<file path="config.mk">
export PLATFORM = sky130hd
export DESIGN_NAME = motor_speed_seven_segment_display
export DESIGN_NICKNAME = d
export VERILOG_FILES = /design/src/hdl/mssd_pkg.sv /design/src/hdl/mssd_divider.sv /design/src/hdl/mssd_bcd.sv /design/src/hdl/motor_speed_seven_segment_display.sv
export SDC_FILE = /design/constraint.sdc
export NUM_CORES = 1
export LEC_CHECK = 0
export BUFFER_PORTS_ARGS = -buffer_cell sky130_fd_sc_hd__buf_2
export CORE_MARGIN = 2
export CORE_UTILIZATION = 50
export DETAILED_ROUTE_END_ITERATION = 8
export PLACE_DENSITY_LB_ADDON = 0.05
export SLEW_MARGIN = 10
export SYNTH_ARGS = -nofsm -noshare
export SYNTH_HDL_FRONTEND = slang
export SYNTH_HIERARCHICAL = 1
export SYNTH_SLANG_ARGS = --single-unit
</file>
<file path="constraint.sdc">
create_clock -name clock -period 14.7 [get_ports clock]
set_clock_uncertainty 0.05 [all_clocks]
set_input_delay 4.41 -clock clock [delete_from_list [all_inputs] [get_ports clock]]
set_output_delay 4.41 -clock clock [all_outputs]
set_load 0.02 [all_outputs]
</file>
<file path="src/hdl/mssd_pkg.sv">
// ----------------------------------------------------------------------------
// Motor speed display package
// Types, codes and segment patterns that the display modules share.
// ----------------------------------------------------------------------------
package mssd_pkg;

   localparam int DIGIT_COUNT = 3;
   localparam int VALUE_W     = 10;
   localparam int BCD_W       = 4 * DIGIT_COUNT;
   localparam int DIVIDEND_W  = 32;
   localparam int DIVISOR_W   = 16;
   localparam int SEG_W       = 7;

   localparam logic [VALUE_W-1:0] VALUE_MAX = 10'd999;
   localparam logic [15:0]        RATED_SPEED_RESET = 16'd3000;
   localparam logic [15:0]        PERCENT_SCALE = 16'd100;

   localparam logic [SEG_W-1:0] PAT_BLANK = 7'h00;
   localparam logic [SEG_W-1:0] PAT_DASH  = 7'h40;

   typedef enum logic [1:0] {
      CSR_RATED_SPEED       = 2'd0,
      CSR_MODE_CYCLE_PERIOD = 2'd1,
      CSR_ANODE_COMMON      = 2'd2
   } csr_index_type;

   typedef enum logic [1:0] {
      MODE_RPM     = 2'd0,
      MODE_PERCENT = 2'd1,
      MODE_RAW     = 2'd2
   } display_mode_type;

   typedef enum logic [2:0] {
      ST_IDLE,
      ST_CHECK,
      ST_MULT,
      ST_DIV,
      ST_BCD,
      ST_OUT
   } seq_state_type;

   function automatic display_mode_type mode_step(input display_mode_type mode);
      display_mode_type result;
      case (mode)
         MODE_RPM:     result = MODE_PERCENT;
         MODE_PERCENT: result = MODE_RAW;
         MODE_RAW:     result = MODE_RPM;
         default:      result = MODE_RPM;
      endcase
      return result;
   endfunction

   function automatic logic [SEG_W-1:0] glyph(input logic [3:0] digit);
      logic [SEG_W-1:0] pattern;
      case (digit)
         4'd0:    pattern = 7'h3F;
         4'd1:    pattern = 7'h06;
         4'd2:    pattern = 7'h5B;
         4'd3:    pattern = 7'h4F;
         4'd4:    pattern = 7'h66;
         4'd5:    pattern = 7'h6D;
         4'd6:    pattern = 7'h7D;
         4'd7:    pattern = 7'h07;
         4'd8:    pattern = 7'h7F;
         4'd9:    pattern = 7'h6F;
         default: pattern = PAT_BLANK;
      endcase
      return pattern;
   endfunction

endpackage

</file>
<file path="src/hdl/mssd_divider.sv">
// ----------------------------------------------------------------------------
// Motor speed display divider
// Restoring divider that produces one quotient bit per cycle.
// ----------------------------------------------------------------------------
module mssd_divider
   import mssd_pkg::*;
(
   input  logic                  clock,
   input  logic                  reset,
   input  logic                  start,
   input  logic [DIVIDEND_W-1:0] dividend,
   input  logic [DIVISOR_W-1:0]  divisor,
   output logic                  done,
   output logic [DIVIDEND_W-1:0] quotient
);

   localparam int STEPS = DIVIDEND_W;
   localparam int CNT_W = $clog2(STEPS);

   logic [DIVIDEND_W-1:0] shift_ff, shift_in;
   logic [DIVISOR_W-1:0]  divisor_ff, divisor_in;
   logic [DIVISOR_W:0]    rem_ff, rem_in;
   logic [CNT_W-1:0]      cnt_ff, cnt_in;
   logic                  run_ff, run_in;
   logic                  done_ff, done_in;
   logic [DIVISOR_W:0]    trial;
   logic                  fits;

   always_comb begin
      trial      = {rem_ff[DIVISOR_W-1:0], shift_ff[DIVIDEND_W-1]};
      fits       = (trial >= {1'b0, divisor_ff});
      shift_in   = shift_ff;
      divisor_in = divisor_ff;
      rem_in     = rem_ff;
      cnt_in     = cnt_ff;
      run_in     = run_ff;
      done_in    = 1'b0;
      if (start) begin
         shift_in   = dividend;
         divisor_in = divisor;
         rem_in     = '0;
         cnt_in     = '0;
         run_in     = 1'b1;
      end else if (run_ff) begin
         rem_in   = fits ? (trial - {1'b0, divisor_ff}) : trial;
         shift_in = {shift_ff[DIVIDEND_W-2:0], fits};
         cnt_in   = cnt_ff + 1'b1;
         if (cnt_ff == CNT_W'(STEPS - 1)) begin
            run_in  = 1'b0;
            done_in = 1'b1;
         end
      end
   end

   always_ff @(posedge clock) begin
      if (reset) begin
         run_ff  <= 1'b0;
         done_ff <= 1'b0;
         cnt_ff  <= '0;
      end else begin
         run_ff  <= run_in;
         done_ff <= done_in;
         cnt_ff  <= cnt_in;
      end
      shift_ff   <= shift_in;
      divisor_ff <= divisor_in;
      rem_ff     <= rem_in;
   end

   assign done     = done_ff;
   assign quotient = shift_ff;

endmodule

</file>
<file path="src/hdl/mssd_bcd.sv">
// ----------------------------------------------------------------------------
// Motor speed display decimal converter
// Shift-and-add-three conversion of a value up to 999, one bit per cycle.
// ----------------------------------------------------------------------------
module mssd_bcd
   import mssd_pkg::*;
(
   input  logic               clock,
   input  logic               reset,
   input  logic               start,
   input  logic [VALUE_W-1:0] value,
   output logic               done,
   output logic [BCD_W-1:0]   digits
);

   localparam int STEPS = VALUE_W;
   localparam int CNT_W = $clog2(STEPS);

   logic [BCD_W+VALUE_W-1:0] shift_ff, shift_in;
   logic [BCD_W+VALUE_W-1:0] adjusted;
   logic [CNT_W-1:0]         cnt_ff, cnt_in;
   logic                     run_ff, run_in;
   logic                     done_ff, done_in;

   always_comb begin
      adjusted = shift_ff;
      for (int i = 0; i < DIGIT_COUNT; i++) begin
         if (shift_ff[VALUE_W + 4*i +: 4] >= 4'd5) begin
            adjusted[VALUE_W + 4*i +: 4] = shift_ff[VALUE_W + 4*i +: 4] + 4'd3;
         end
      end
      shift_in = shift_ff;
      cnt_in   = cnt_ff;
      run_in   = run_ff;
      done_in  = 1'b0;
      if (start) begin
         shift_in = {{BCD_W{1'b0}}, value};
         cnt_in   = '0;
         run_in   = 1'b1;
      end else if (run_ff) begin
         shift_in = {adjusted[BCD_W+VALUE_W-2:0], 1'b0};
         cnt_in   = cnt_ff + 1'b1;
         if (cnt_ff == CNT_W'(STEPS - 1)) begin
            run_in  = 1'b0;
            done_in = 1'b1;
         end
      end
   end

   always_ff @(posedge clock) begin
      if (reset) begin
         run_ff  <= 1'b0;
         done_ff <= 1'b0;
         cnt_ff  <= '0;
      end else begin
         run_ff  <= run_in;
         done_ff <= done_in;
         cnt_ff  <= cnt_in;
      end
      shift_ff <= shift_in;
   end

   assign done   = done_ff;
   assign digits = shift_ff[BCD_W+VALUE_W-1:VALUE_W];

endmodule

</file>
<file path="src/hdl/motor_speed_seven_segment_display.sv">
// ----------------------------------------------------------------------------
// Motor speed seven-segment display
// Three-digit multiplexed readout of motor speed, percent or raw duty.
// ----------------------------------------------------------------------------
// Each transaction on the request side is one millisecond tick and yields one
// transaction on the response side with the scanned digit's segment and select
// levels. A tick without refresh goes straight to the output state, and a
// refresh while stopped goes there once it has set the blink pattern. A raw-duty
// refresh, an RPM refresh with a zero operand and a percent refresh with a zero
// full duty go through the 10-step decimal conversion only. Any other RPM or
// percent refresh goes through a single 16x16 multiply, the 32-step shared
// divider and then the decimal conversion. An RPM value above 999 skips the
// conversion and shows dashes. A response side that holds off a previous
// transaction stalls each of these in the output state.
module motor_speed_seven_segment_display
   import mssd_pkg::*;
#(
   parameter int BLINK_HALF_PERIOD = 600
)
(
   input  logic        clock,
   input  logic        reset,
   input  logic        req_tvalid,
   output logic        req_tready,
   input  logic [31:0] req_tdata,  // duty_now[15:0], duty_full[31:16]
   input  logic [2:0]  req_tuser,  // refresh[0], advance_mode[1], motor_stopped[2]
   output logic        rsp_tvalid,
   input  logic        rsp_tready,
   output logic [15:0] rsp_tdata,  // segment_lines[6:0], digit_lines[9:7],
                                   // shown_mode[11:10], zero[15:12]
   input  logic        csr_we,
   input  logic [1:0]  csr_addr,
   input  logic [15:0] csr_wdata
);

   seq_state_type    state_ff, state_in;
   logic [31:0]      ms_ff, ms_in;
   logic [31:0]      last_mode_ff, last_mode_in;
   logic [31:0]      last_blink_ff, last_blink_in;
   logic             blink_ff, blink_in;
   display_mode_type mode_ff, mode_in;
   logic [SEG_W-1:0] pat_ff [DIGIT_COUNT];
   logic [SEG_W-1:0] pat_in [DIGIT_COUNT];
   logic [1:0]       scan_ff, scan_in;
   logic             stopped_ff, stopped_in;
   logic [15:0]      duty_ff, duty_in;
   logic [15:0]      full_ff, full_in;
   logic             rsp_valid_ff, rsp_valid_in;
   logic [15:0]      rsp_data_ff, rsp_data_in;
   logic [15:0]      rated_ff;
   logic [15:0]      period_ff;
   logic             anode_ff;

   logic                  div_start;
   logic                  div_done;
   logic [DIVIDEND_W-1:0] product;
   logic [DIVIDEND_W-1:0] quotient;
   logic                  bcd_start;
   logic [VALUE_W-1:0]    bcd_value;
   logic                  bcd_done;
   logic [BCD_W-1:0]      digits;

   logic [31:0]      mode_elapsed;
   logic [31:0]      blink_elapsed;
   display_mode_type mode_c;
   logic             blink_c;
   logic [SEG_W-1:0] seg_raw;
   logic [SEG_W-1:0] seg_out;
   logic [2:0]       sel_out;

   mssd_divider u_divider (
      .clock    (clock),
      .reset    (reset),
      .start    (div_start),
      .dividend (product),
      .divisor  (full_ff),
      .done     (div_done),
      .quotient (quotient)
   );

   mssd_bcd u_bcd (
      .clock  (clock),
      .reset  (reset),
      .start  (bcd_start),
      .value  (bcd_value),
      .done   (bcd_done),
      .digits (digits)
   );

   always_ff @(posedge clock) begin
      if (reset) begin
         rated_ff  <= RATED_SPEED_RESET;
         period_ff <= '0;
         anode_ff  <= 1'b0;
      end else if (csr_we) begin
         case (csr_addr)
            CSR_RATED_SPEED:       rated_ff  <= csr_wdata;
            CSR_MODE_CYCLE_PERIOD: period_ff <= csr_wdata;
            CSR_ANODE_COMMON:      anode_ff  <= csr_wdata[0];
            default:               ;
         endcase
      end
   end

   assign product = 32'(duty_ff) * 32'((mode_ff == MODE_RPM) ? rated_ff : PERCENT_SCALE);

   always_comb begin
      state_in      = state_ff;
      ms_in         = ms_ff;
      last_mode_in  = last_mode_ff;
      last_blink_in = last_blink_ff;
      blink_in      = blink_ff;
      mode_in       = mode_ff;
      pat_in        = pat_ff;
      scan_in       = scan_ff;
      stopped_in    = stopped_ff;
      duty_in       = duty_ff;
      full_in       = full_ff;
      rsp_valid_in  = rsp_valid_ff & ~rsp_tready;
      rsp_data_in   = rsp_data_ff;
      req_tready    = 1'b0;
      div_start     = 1'b0;
      bcd_start     = 1'b0;
      bcd_value     = '0;

      mode_elapsed  = ms_ff - last_mode_ff;
      blink_elapsed = ms_ff - last_blink_ff;
      mode_c        = mode_ff;
      blink_c       = blink_ff;

      seg_raw = pat_ff[scan_ff];
      seg_out = anode_ff ? ~seg_raw : seg_raw;
      for (int i = 0; i < DIGIT_COUNT; i++) begin
         sel_out[i] = anode_ff ? (scan_ff == 2'(i)) : (scan_ff != 2'(i));
      end

      case (state_ff)
         ST_IDLE: begin
            req_tready = 1'b1;
            if (req_tvalid) begin
               ms_in      = ms_ff + 32'd1;
               stopped_in = req_tuser[2];
               duty_in    = req_tdata[15:0];
               full_in    = req_tdata[31:16];
               if (req_tuser[1]) begin
                  mode_in = mode_step(mode_ff);
               end
               state_in = req_tuser[0] ? ST_CHECK : ST_OUT;
            end
         end
         ST_CHECK: begin
            if (period_ff != 16'd0 && mode_elapsed >= {16'd0, period_ff}) begin
               last_mode_in = ms_ff;
               mode_c       = mode_step(mode_ff);
            end
            mode_in = mode_c;
            if (stopped_ff) begin
               if (blink_elapsed >= 32'(BLINK_HALF_PERIOD)) begin
                  last_blink_in = ms_ff;
                  blink_c       = ~blink_ff;
               end
               blink_in  = blink_c;
               pat_in[0] = PAT_BLANK;
               pat_in[1] = PAT_BLANK;
               pat_in[2] = blink_c ? glyph(4'd0) : PAT_BLANK;
               state_in  = ST_OUT;
            end else begin
               case (mode_c)
                  MODE_RAW: begin
                     bcd_start = 1'b1;
                     bcd_value = (duty_ff > 16'(VALUE_MAX)) ? VALUE_MAX : duty_ff[VALUE_W-1:0];
                     state_in  = ST_BCD;
                  end
                  MODE_RPM: begin
                     if (full_ff == 16'd0 || duty_ff == 16'd0) begin
                        bcd_start = 1'b1;
                        state_in  = ST_BCD;
                     end else begin
                        state_in = ST_MULT;
                     end
                  end
                  default: begin
                     if (full_ff == 16'd0) begin
                        bcd_start = 1'b1;
                        state_in  = ST_BCD;
                     end else begin
                        state_in = ST_MULT;
                     end
                  end
               endcase
            end
         end
         ST_MULT: begin
            div_start = 1'b1;
            state_in  = ST_DIV;
         end
         ST_DIV: begin
            if (div_done) begin
               if (quotient > 32'(VALUE_MAX)) begin
                  if (mode_ff == MODE_RPM) begin
                     for (int i = 0; i < DIGIT_COUNT; i++) begin
                        pat_in[i] = PAT_DASH;
                     end
                     state_in = ST_OUT;
                  end else begin
                     bcd_start = 1'b1;
                     bcd_value = VALUE_MAX;
                     state_in  = ST_BCD;
                  end
               end else begin
                  bcd_start = 1'b1;
                  bcd_value = quotient[VALUE_W-1:0];
                  state_in  = ST_BCD;
               end
            end
         end
         ST_BCD: begin
            if (bcd_done) begin
               pat_in[0] = (digits[11:8] != 4'd0) ? glyph(digits[11:8]) : PAT_BLANK;
               pat_in[1] = (digits[11:4] != 8'd0) ? glyph(digits[7:4]) : PAT_BLANK;
               pat_in[2] = glyph(digits[3:0]);
               state_in  = ST_OUT;
            end
         end
         ST_OUT: begin
            if (!rsp_valid_ff || rsp_tready) begin
               rsp_valid_in = 1'b1;
               rsp_data_in  = {4'd0, mode_ff, sel_out, seg_out};
               scan_in      = (scan_ff == 2'(DIGIT_COUNT - 1)) ? 2'd0 : scan_ff + 2'd1;
               state_in     = ST_IDLE;
            end
         end
         default: begin
            state_in = ST_IDLE;
         end
      endcase
   end

   always_ff @(posedge clock) begin
      if (reset) begin
         state_ff      <= ST_IDLE;
         ms_ff         <= '0;
         last_mode_ff  <= '0;
         last_blink_ff <= '0;
         blink_ff      <= 1'b0;
         mode_ff       <= MODE_RPM;
         scan_ff       <= '0;
         rsp_valid_ff  <= 1'b0;
         for (int i = 0; i < DIGIT_COUNT; i++) begin
            pat_ff[i] <= PAT_BLANK;
         end
      end else begin
         state_ff      <= state_in;
         ms_ff         <= ms_in;
         last_mode_ff  <= last_mode_in;
         last_blink_ff <= last_blink_in;
         blink_ff      <= blink_in;
         mode_ff       <= mode_in;
         scan_ff       <= scan_in;
         rsp_valid_ff  <= rsp_valid_in;
         pat_ff        <= pat_in;
      end
      stopped_ff  <= stopped_in;
      duty_ff     <= duty_in;
      full_ff     <= full_in;
      rsp_data_ff <= rsp_data_in;
   end

   assign rsp_tvalid = rsp_valid_ff;
   assign rsp_tdata  = rsp_data_ff;

endmodule

</file>
==> metrics.md <==
| Metric | Value |
|---|---|
| Total of max-cap violations | `0` |
| Via density | `5.61` |
| Worst Path Arrival | `9270 ps` |
| Area Overhead vs Synth | `7.59%` |
| Wire per inst | `18.4 µm` |
| Initial antenna violation count | `2` |
| Initial Util | `50.7%` |
| CTS root buf | `clkbuf_16` |
| Post-CTS Resized | `0` |
| FFs w/ async S/R, synth | `0%` |
| Sink count of the clock tree | `303` |
| Die Span X | `235 µm` |
| RSZ-0062 raised after global routing | `false` |
| Initial DRC Count | `1283` |
| Post-synth EDFFs | `103` |
| Post-synthesis sequential area ratio | `26.6%` |
| Critical-path maximum fanout | `66` |
| Share of layout cells above drive strength 1 | `7.56%` |
| # hold bufs at CTS | `0` |
| Final setup TNS | `0 ps` |
| Fmax | `111 MHz` |
| Gp weighted congestion | `0.894` |
| Ys Warns | `6` |
| Worst-Margin Slew | `1040 ps` |
| Slowest Stage Delay on Critical Path | `660 ps` |
| Leading area contributor after synthesis | `dfxtp_1` |
| Simple-gate share of the synthesized area | `18.1%` |
| IO Pins | `76` |
| Layout fillers | `4922` |
| Fin crit period | `9000 ps` |
| DP HPWL | `52700 µm` |
| Status | `finished, final reports clean` |
| Total Routing Usage GR | `24.9%` |
| Overflow after GRT | `0` |
| Period utilization | `61.2%` |
| Clk slew on worst S/H paths | `60 ps` |
| CTS tree | `yes` |
| Synthesized cell area | `0.0267 mm²` |
| Most used DFF post-synth | `dfxtp_1` |
| Final setup vio count | `0` |
| CTS max path bufs | `3` |
| Setup crit end kind | `flop` |
| Core outline area | `0.0527 mm²` |
| Rel. slew slack | `30.2%` |
| Crit path required time | `14970 ps` |
| DR vias | `21075` |
| Most frequent cells after synthesis | `390 x inv_1, 319 x nand2_1, 263 x nor2_1` |
| Max Slew Vio Count | `0` |
| Vias in the first global route | `20880` |
| Total Die Area | `0.0552 mm²` |
| Synth top area share | `15.0%` |
| Crit-path leading delay family | `adder cells` |
| XOR/XNOR Fraction of Synth Area | `3.64%` |
| Count leader, synth | `inv_1` |
| CP startpoint kind | `flop` |
| Syn Inst Count | `3054` |
| Largest net degree at the start of global routing | `89` |
| Top cell by count, worst path | `fa_1` |
| Total DRC errors in the routed layout | `0` |
| Post-CTS setup repair buffer count | `0` |
| Synthesized flop and latch total | `303` |
| Largest family of logic cells by synthesized area | `adder cells` |
| Hold WC Path Type | `reg -> reg` |
| IO buf count | `71` |
| Fin. Hold Viols | `0` |
| Mux share of post-synthesis cell area | `5.43%` |
| TritonRoute pass-1 iters | `5` |
| First-pass GRT wire length | `112000 µm` |
| Final #Nets | `3516` |
| Clk Latency, worst-skew pair | `570 ps` |
| Top cells by area, synth | `dfxtp_1 15%, fa_1 15%, edfxtp_1 12%, ha_1 10%, inv_1 5.5%` |
| Multi-input gate area | `0.0175 mm²` |
| Register area | `0.00710 mm²` |
| Synth cell types | `90` |
| Rows | `84` |
| Critical path's slowest cell | `nor2_4` |
| Compound-Gate Fraction of Synth Area | `13.2%` |
| Routed Antenna Nets | `0` |
| Worst path bufs/invs | `4` |
| Syn_area_per_cell | `8.73 µm²` |
| Setup CP Type | `reg -> reg` |
| H-tree Lvls | `2` |
| TritonCTS Buffers | `38` |
| DRT Wirelength | `69100 µm` |
| Die height | `235 µm` |
| Post-synthesis adder-cell area fraction | `25.2%` |
## state kept, by name, indices dropped and copies added (netlist names), 2 cells and up
signal and flops:
rsp_tdata 12, period_ff 16, last_blink_ff 32, full_ff 16, u_bcd/shift_ff 22, duty_ff 16
mode_ff 2, u_divider/divisor_ff 16, pat_ff 21, u_divider/cnt_ff 5, rated_ff 16, ms_ff 32
u_divider/rem_ff 16, u_divider/quotient 32, scan_ff 2, u_bcd/cnt_ff 4, last_mode_ff 32, state_ff 3
## path summary, 6_finish.rpt
path | start | end | slack (ps) | cells past startpoint
worst max-delay path | mode_ff[0] | u_divider/quotient[31] | 5700 | 27
worst min-delay path | full_ff[3] | u_divider/divisor_ff[3] | 380 | 0
worst max register to register | mode_ff[0] | u_divider/quotient[31] | 5700 | 27
worst min register to register | full_ff[3] | u_divider/divisor_ff[3] | 380 | 0
## cells by family (layout without fill, tap and decap cells)
| logic type | after synthesis | after routing |
|---|---|---|
| and+or+nand+nor | 1004 | 1004 |
| DFF | 303 | 303 |
| xor gates and xnor gates | 111 | 111 |
| muxes | 139 | 139 |
| adders and majority gates | 419 | 419 |
| other | 1 | 5 |
| AOI/OAI and AO/OA | 538 | 538 |
| buffers and inverters | 539 | 550 |
## layout make-up
type                       instances  share of cell area, %
antenna                            1                0.00872
timing repair buffer              91                   1.78
clock buffer                      54                   3.77
multi-input combinational       2215                   61.1
tap                              688                   3.00
sequential                       303                   24.7
inverter                         390                   5.10
clock inverter                    15                  0.497
## worst reg2reg max path, delay by kind of cell, from the launching register on
kind,cells,cell delay [ps]
buffers and inverters,4,740
XOR/XNOR,1,90
AND/OR/NAND/NOR,5,1750
flip-flops,1,400
AO/OA/AOI/OAI,9,2040
adder cells (fa/ha/maj),7,3400
multiplexers,1,270
## metrics by stage
step	area (µm²)	std cells	setup slack [ps]	utilization, %	hold WS (ps)
2_1_floorplan	26700	3057	7110	-	377
3_3_place_gp	27500	3687	6060	52.2	385
3_5_place_dp	27500	3687	5780	52.2	392
4_1_cts	28700	3756	5760	54.5	392
5_1_grt	28700	3756	5190	54.5	409
6_report	28700	3757	5700	54.5	383
## per-layer routing
layer | share of wire [%] | track usage (%) | vias up
met5 | 0.017 | 0 | -
met4 | 2.8 | 7.19 | 2
met3 | 5.6 | 3.98 | 103
met2 | 45 | 40.6 | 504
met1 | 46 | 34.1 | 10134
li1 | - | - | 10332
## placed cells by master, fill, tap and decap left out, types with 20 or more instances in the layout
cell | Yosys | layout
nand2_1 | 319 | 319
a21oi_1 | 174 | 174
inv_1 | 390 | 390
a211oi_1 | 23 | 23
buf_2 | 11 | 70
xnor2_1 | 60 | 60
fa_1 | 197 | 197
nand4_1 | 32 | 32
dfxtp_1 | 200 | 200
a21o_1 | 39 | 39
o21a_1 | 21 | 21
mux2i_1 | 97 | 97
xor2_1 | 51 | 51
buf_4 | 7 | 20
nor3_1 | 42 | 41
o21ai_0 | 91 | 90
clkbuf_16 | 0 | 39
ha_1 | 222 | 222
mux2_2 | 41 | 41
nand2b_1 | 25 | 25
nor2_1 | 263 | 262
and2_1 | 54 | 53
and3_1 | 110 | 110
nor2b_1 | 24 | 24
edfxtp_1 | 103 | 103
nand3_1 | 40 | 40
nor4_1 | 28 | 28
Power is left out: the tool's default activity adds up to more than one toggle a clock period on the data nets, which glitch-free logic cannot reach.
